<file path="src/hdl/mandelbrot_coordinate_warp_macros.svh">
// assertion macros for the coordinate warp pipeline
// used by the top level only
`ifndef MANDELBROT_COORDINATE_WARP_MACROS_SVH
`define MANDELBROT_COORDINATE_WARP_MACROS_SVH
// property p must hold at every clock edge out of reset
`define MCW_ASSERT(label, clk, rst_n, p, msg) \
	label: assert property (@(posedge clk) disable iff (!rst_n) (p)) else $error(msg);
// implication a |=> b
`define MCW_ASSERT_NEXT(label, clk, rst_n, a, b, msg) \
	label: assert property (@(posedge clk) disable iff (!rst_n) (a) |=> (b)) else $error(msg);
`endif

</file>
<file path="src/hdl/mcw_div.sv">


// floor remainder of a signed number by a positive divisor
module mcw_mod #(
	parameter int NW = 39,
	parameter int DW = 15,
	parameter int TW = 8
) (
	input  logic clk,
	input  logic en,
	input  logic signed [NW-1:0] num,
	input  logic [DW-1:0] den,
	input  logic [TW-1:0] tag_in,
	output logic [DW-1:0] rem,
	output logic [TW-1:0] tag_out
);
	logic [NW-1:0] n_s [NW];
	logic [DW-1:0] r_s [NW+1];
	logic [DW-1:0] d_s [NW+1];
	logic neg_s [NW+1];
	logic [TW-1:0] t_s [NW+1];
	logic [NW-1:0] mn;
	assign mn = num[NW-1] ? NW'(-num) : NW'(num);

	always_ff @(posedge clk) begin
		if (en) begin
			n_s[0] <= mn;
			r_s[0] <= '0;
			d_s[0] <= den;
			neg_s[0] <= num[NW-1];
			t_s[0] <= tag_in;
		end
	end

	for (genvar i = 0; i < NW; i++) begin : g_st
		logic [DW:0] sh;
		logic ge;
		assign sh = {r_s[i], n_s[i][NW-1]};
		assign ge = sh >= {1'b0, d_s[i]};
		always_ff @(posedge clk) begin
			if (en) begin
				r_s[i+1] <= ge ? DW'(sh - {1'b0, d_s[i]}) : DW'(sh);
				d_s[i+1] <= d_s[i];
				neg_s[i+1] <= neg_s[i];
				t_s[i+1] <= t_s[i];
			end
		end
		if (i < NW - 1) begin : g_sh
			always_ff @(posedge clk) begin
				if (en) n_s[i+1] <= {n_s[i][NW-2:0], 1'b0};
			end
		end
	end

	// a negative number with a remainder folds back into 0..den-1
	logic [DW-1:0] rf;
	assign rf = (neg_s[NW] && (r_s[NW] != '0)) ? d_s[NW] - r_s[NW] : r_s[NW];
	always_ff @(posedge clk) begin
		if (en) begin
			rem <= rf;
			tag_out <= t_s[NW];
		end
	end
endmodule

</file>
<file path="config.mk">
export PLATFORM = sky130hd
export DESIGN_NAME = mcw_mod
export DESIGN_NICKNAME = d
export VERILOG_FILES = /design/src/hdl/mandelbrot_coordinate_warp_macros.svh /design/src/hdl/mcw_div.sv
export SDC_FILE = /design/constraint.sdc
export NUM_CORES = 2
export LEC_CHECK = 0
export BUFFER_PORTS_ARGS = -buffer_cell sky130_fd_sc_hd__buf_2
export CORE_ASPECT_RATIO = 1.2
export CORE_UTILIZATION = 55
export DETAILED_ROUTE_END_ITERATION = 8
export PLACE_DENSITY_LB_ADDON = 0.05
export SYNTH_ARGS = -nofsm -noshare
export SYNTH_HDL_FRONTEND = slang
export SYNTH_SLANG_ARGS = --single-unit
</file>
<file path="constraint.sdc">
create_clock -name clk -period 6.9 [get_ports clk]
set_clock_uncertainty 0.1 [all_clocks]
set_input_delay 1.38 -clock clk [delete_from_list [all_inputs] [get_ports clk]]
set_output_delay 1.38 -clock clk [all_outputs]
set_load 0.005 [all_outputs]
</file>
# ---- Yosys cells after proc, flatten, opt, wreduce, memory -nomap -nowiden
# Memory sizes are Yosys's and may differ from the RTL's. A register that Yosys moved wholly into a read port is not among the register bits.
# Index checks and enable logic that the tools add are counted.
dict set report totals {
  reg_bits 15
  mem_bits_rw 3081
  inputBits 64
  out_inout_bits 23
  mem_count 5
}
# memory depth width read_ports rd_ports_with_merged_regs write_ports line
set memory_table {}
lappend memory_table {n_s 39 39 39 0 39 mcw_div.sv:17} ;# logic [NW-1:0] n_s [NW];
lappend memory_table {d_s 40 15 40 0 40 mcw_div.sv:19} ;# logic [DW-1:0] d_s [NW+1];
lappend memory_table {r_s 40 15 40 0 40 mcw_div.sv:18} ;# logic [DW-1:0] r_s [NW+1];
lappend memory_table {t_s 40 8 40 1 40 mcw_div.sv:21} ;# logic [TW-1:0] t_s [NW+1];
lappend memory_table {neg_s 40 1 40 0 40 mcw_div.sv:20} ;# logic neg_s [NW+1];
dict set report op_classes {
  addsub 41
  n_lt_le_gt_ge 39
  mux 43
  n_reduce_logical 2
}
# cell n
set op_table {}
lappend op_table {{$ge A16 B15 Y1} 39}
lappend op_table {{$mux W15} 40}
lappend op_table {{$sub A15 B15 Y15} 40}
lappend op_table {{$mux W39} 1}
lappend op_table {{$neg A39 Y39} 1}
lappend op_table {{$reduce_bool A15 Y1} 1}
lappend op_table {{$mux W1} 2}
lappend op_table {{$logic_and A1 B1 Y1} 1}

# ---- Logic depth before layout (Yosys ltp)
dict set report logic_depth {
  ltp_word 3
  ltp_mapped 13
}

# ---- Worst setup path after synthesis
# Ideal clock, no wire load.
dict set report synth_timing {
  path_type {input -> register}
  startpoint {input port num[12]}
  endpoint {memory n_s[0][22], data pin}
  setup_time_ps 258
  arrival_time_ps 3286
  t_required_ps 6542
  path_slack_ps 3256
  cell_stages 7
  n_path_buf 0
  path_cell_list {or4_4 -> or4_4 -> nor2_4 -> nand4_1 -> or4_4 -> o21ai_2 -> xnor2_1}
}
# item line
set synth_rtl {}
lappend synth_rtl {{start, declared} mcw_div.sv:11} ;# input logic signed [NW-1:0] num,
lappend synth_rtl {{end, declared} mcw_div.sv:17}

==> impl_metrics.tcl <==
set metrics [dict create \
    min_path_cells 0 \
    synth_compound_area_frac 0.0892 \
    h-tree-depth 4 \
    hold_viol 0 \
    ys_ff_latch 2348 \
    grt_pass1_vias 57706 \
    ios 87 \
    grt_use_total 0.185 \
    worstPathMaxFanout 15 \
    maxSlewHeadroom 0.204 \
    synth_fa_ha_area_frac 0.0772 \
    die_w_um 401 \
    dp_hpwl_mm 124 \
    gp_congestion 0.875 \
    rows 175 \
    grt_max_degree 189 \
    cts_setup_buffers 0 \
    grt_setup_unrepaired "false" \
    power_leakage_nw 45.2 \
    endpoint "r_s[4][102]$_DFFE_PP_" \
    cts_tree "done" \
    fillers 14320 \
    r2r_end "r_s[4][102]$_DFFE_PP_" \
    worstMarginPinSlew_ps 1180 \
    yosysWarnings 0 \
    clock_sinks 2348 \
    maxSlewViolCount 0 \
    finalWirelength_mm 177 \
    synth_top_family_by_area "compound AO/OA/AOI/OAI gates" \
    slowest_stage "a41oi_2" \
    period_minus_slack_ps 3810 \
    regToRegStartpoint "r_s[4][76]$_DFFE_PP_" \
    die-area_mm2 0.193 \
    post_synth_num_cell_types 75 \
    die_h_um 481 \
    endpoint_kind "register" \
    hp-class "register to register" \
    drtIter0Drc 3182 \
    setup_violations 0 \
    flow.area_growth_from_synthesis_pct 10.9 \
    async_flop_share 0 \
    ys.flop_type "edfxtp_1" \
    synthMuxAreaShare 0.0405 \
    holdBufCountCts 0 \
    antenna_found_initial 1 \
    fin_util 0.615 \
    start_kind "register" \
    synthXorXnorAreaFrac 0.0373 \
    clock_path_buffers 3 \
    ant_nets 0 \
    ys_seq_area_frac 0.670 \
    synth_edf_count 2348 \
    p_per_area_mw_per_mm2 426 \
    wire_per_inst_um 17.2 \
    clk_pin_slew_worst_paths_ps 60 \
    syn_inst 7336 \
    yosysTopAreaCell "edfxtp_1" \
    cpPeakStageDelay_ps 810 \
    synth_area_mm2 0.105 \
    cts_resized 0 \
    clk_latency_ps 870 \
    path_class "register to register" \
    synth_nets 8026 \
    finalCritPeriodShare 0.552 \
    io_buffer_count 86 \
    coreArea_mm2 0.190 \
    via_count 56780 \
    max_cap_violations 0 \
    initial_core_util 0.554 \
    path_cells "ha_1 -> nor2b_1 -> o2111ai_1 -> nand2_1 -> or4_1 -> a21oi_1 -> o21ai_1 -> a41oi_2 -> mux2_2" \
    reg2regPathDepth 9 \
    cp.buffers_inverters 0 \
    fmax_mhz 262 \
    crit_family "compound AO/OA/AOI/OAI gates" \
    stdcell_area_mm2 0.117 \
    power_w 0.0497 \
    critPathLaunch "r_s[4][76]$_DFFE_PP_" \
    drive_gt1_frac 0.109 \
    grt_pass1_wl_mm 289 \
    dr.pass1.iters 6 \
    worst_ep_arrival_time_ps 4310 \
    ys_top_cells_by_area "edfxtp_1, ha_1, mux2_2" \
    syn_area_per_cell_um2 14.3 \
    r2r_setup_slack_ps 3090 \
    drc 0 \
    num-nets-final 8323 \
    synth_top_area_share 0.670 \
    required_ps 7400 \
    overflow 0 \
    placed_cell_area_mm2 0.109 \
    peakVddDrop_mv 0.336 \
    tns_ps 0 \
    cts_root_buf "clkbuf_16" \
    status "finished clean" \
    numCtsBuffers 224 \
    synth-simple-area-share 0.0566 \
    avgViaCountPerCell 5.51 \
    cp.depth 9 \
]
==> logic make-up after synthesis <==
logic type | Yosys count
AO/OA/AOI/OAI | 1473
XOR/XNOR | 448
adder cells (fa/ha/maj) | 626
buffers and inverters | 802
flip-flops | 2348
multiplexers | 386
AND/OR/NAND/NOR | 1253
==> cell usage after synthesis (26+ instances only) <==
library cell / n
a21boi_0: 30
nor2_1: 383
nand4_1: 53
buf_2: 26
xnor2_1: 284
a211oi_1: 81
o21a_1: 87
inv_1: 725
edfxtp_1: 2348
o21bai_1: 66
xor2_1: 164
a21oi_1: 352
nand3_1: 80
nand2_1: 341
ha_1: 587
a31oi_1: 98
nand2b_1: 97
clkbuf_1: 45
o31ai_1: 91
nor3_1: 99
a21o_1: 176
mux2_2: 321
nor2b_1: 69
mux2i_1: 65
nor4_1: 27
o21ai_0: 341
fa_1: 39
==> power by group <==
group          internal, W  total [W]  leakage [nW]  switching (W)
sequential          0.0193     0.0207          23.0        0.00135
clock              0.00706     0.0123          3.64        0.00529
combinational      0.00777     0.0167          18.5        0.00889
==> worst register-to-register path: stages (launching register included) <==
cell,delay (ps)
edfxtp_1,400
ha_1,370
nor2b_1,180
o2111ai_1,270
nand2_1,110
or4_1,470
a21oi_1,270
o21ai_1,140
a41oi_2,810
mux2_2,420
==> stage by stage <==
stage               cells  hold slack (ps)  setup slack [ps]
global route        10307              304              2840
floorplan            7336              300              3260
detailed placement   9885              305              2980
global placement     9885              300              3000
CTS                 10306              297              3040
finish              10307              299              3090
==> sequential cells by signal, indices dropped and copies added (netlist names) <==
name and flops:
n_s 780, r_s 585, neg_s 40, d_s 600, rem 15, tag_out 8, t_s 320
==> cells in the final DEF (no fill, tap or decap), types with 53 or more instances in the layout <==
master     count
a21o_1       176
clkbuf_16    224
o21bai_1      66
o21a_1        87
nand2b_1      97
mux2i_1       65
xnor2_1      284
nand4_1       53
ha_1         587
nor2_1       383
o21ai_0      341
a31oi_1       98
nor3_1        99
nand2_1      341
nor2b_1       69
nand3_1       80
a211oi_1      81
xor2_1       164
buf_2         85
o31ai_1       84
a21oi_1      352
inv_1        725
edfxtp_1    2348
mux2_2       321
==> how the worst min path moves through the flow <==
stage / endpoint / from
2_1_floorplan: n_s[10][10]$_DFFE_PP_ / n_s[9][9]$_DFFE_PP_
3_3_place_gp: t_s[9][5]$_DFFE_PP_ / t_s[8][5]$_DFFE_PP_
3_5_place_dp: n_s[10][18]$_DFFE_PP_ / n_s[9][17]$_DFFE_PP_
4_1_cts: n_s[7][26]$_DFFE_PP_ / n_s[6][25]$_DFFE_PP_
5_1_grt: n_s[7][26]$_DFFE_PP_ / n_s[6][25]$_DFFE_PP_
6_report: n_s[11][33]$_DFFE_PP_ / n_s[10][32]$_DFFE_PP_
==> final cells by class <==
cell class,instances,area (µm²),share of cell area
multi-input combinational,4186,31700,0.272
antenna,1,2.50,0.0000214
clock buffer,262,5750,0.0493
tap,2478,3100,0.0266
inverter,725,2720,0.0233
sequential,2348,70500,0.604
timing repair buffer,148,1140,0.00973
clock inverter,159,1790,0.0153
==> metal layers <==
| layer | wire length, µm | track usage |
|---|---|---|
| met1 | 72300 | 0.218 |
| met2 | 93100 | 0.341 |
| met3 | 5850 | 0.0260 |
| met4 | 5730 | 0.0702 |
| met5 | 0 | 0 |
No activity file was read; power rests on OpenSTA's default activity.
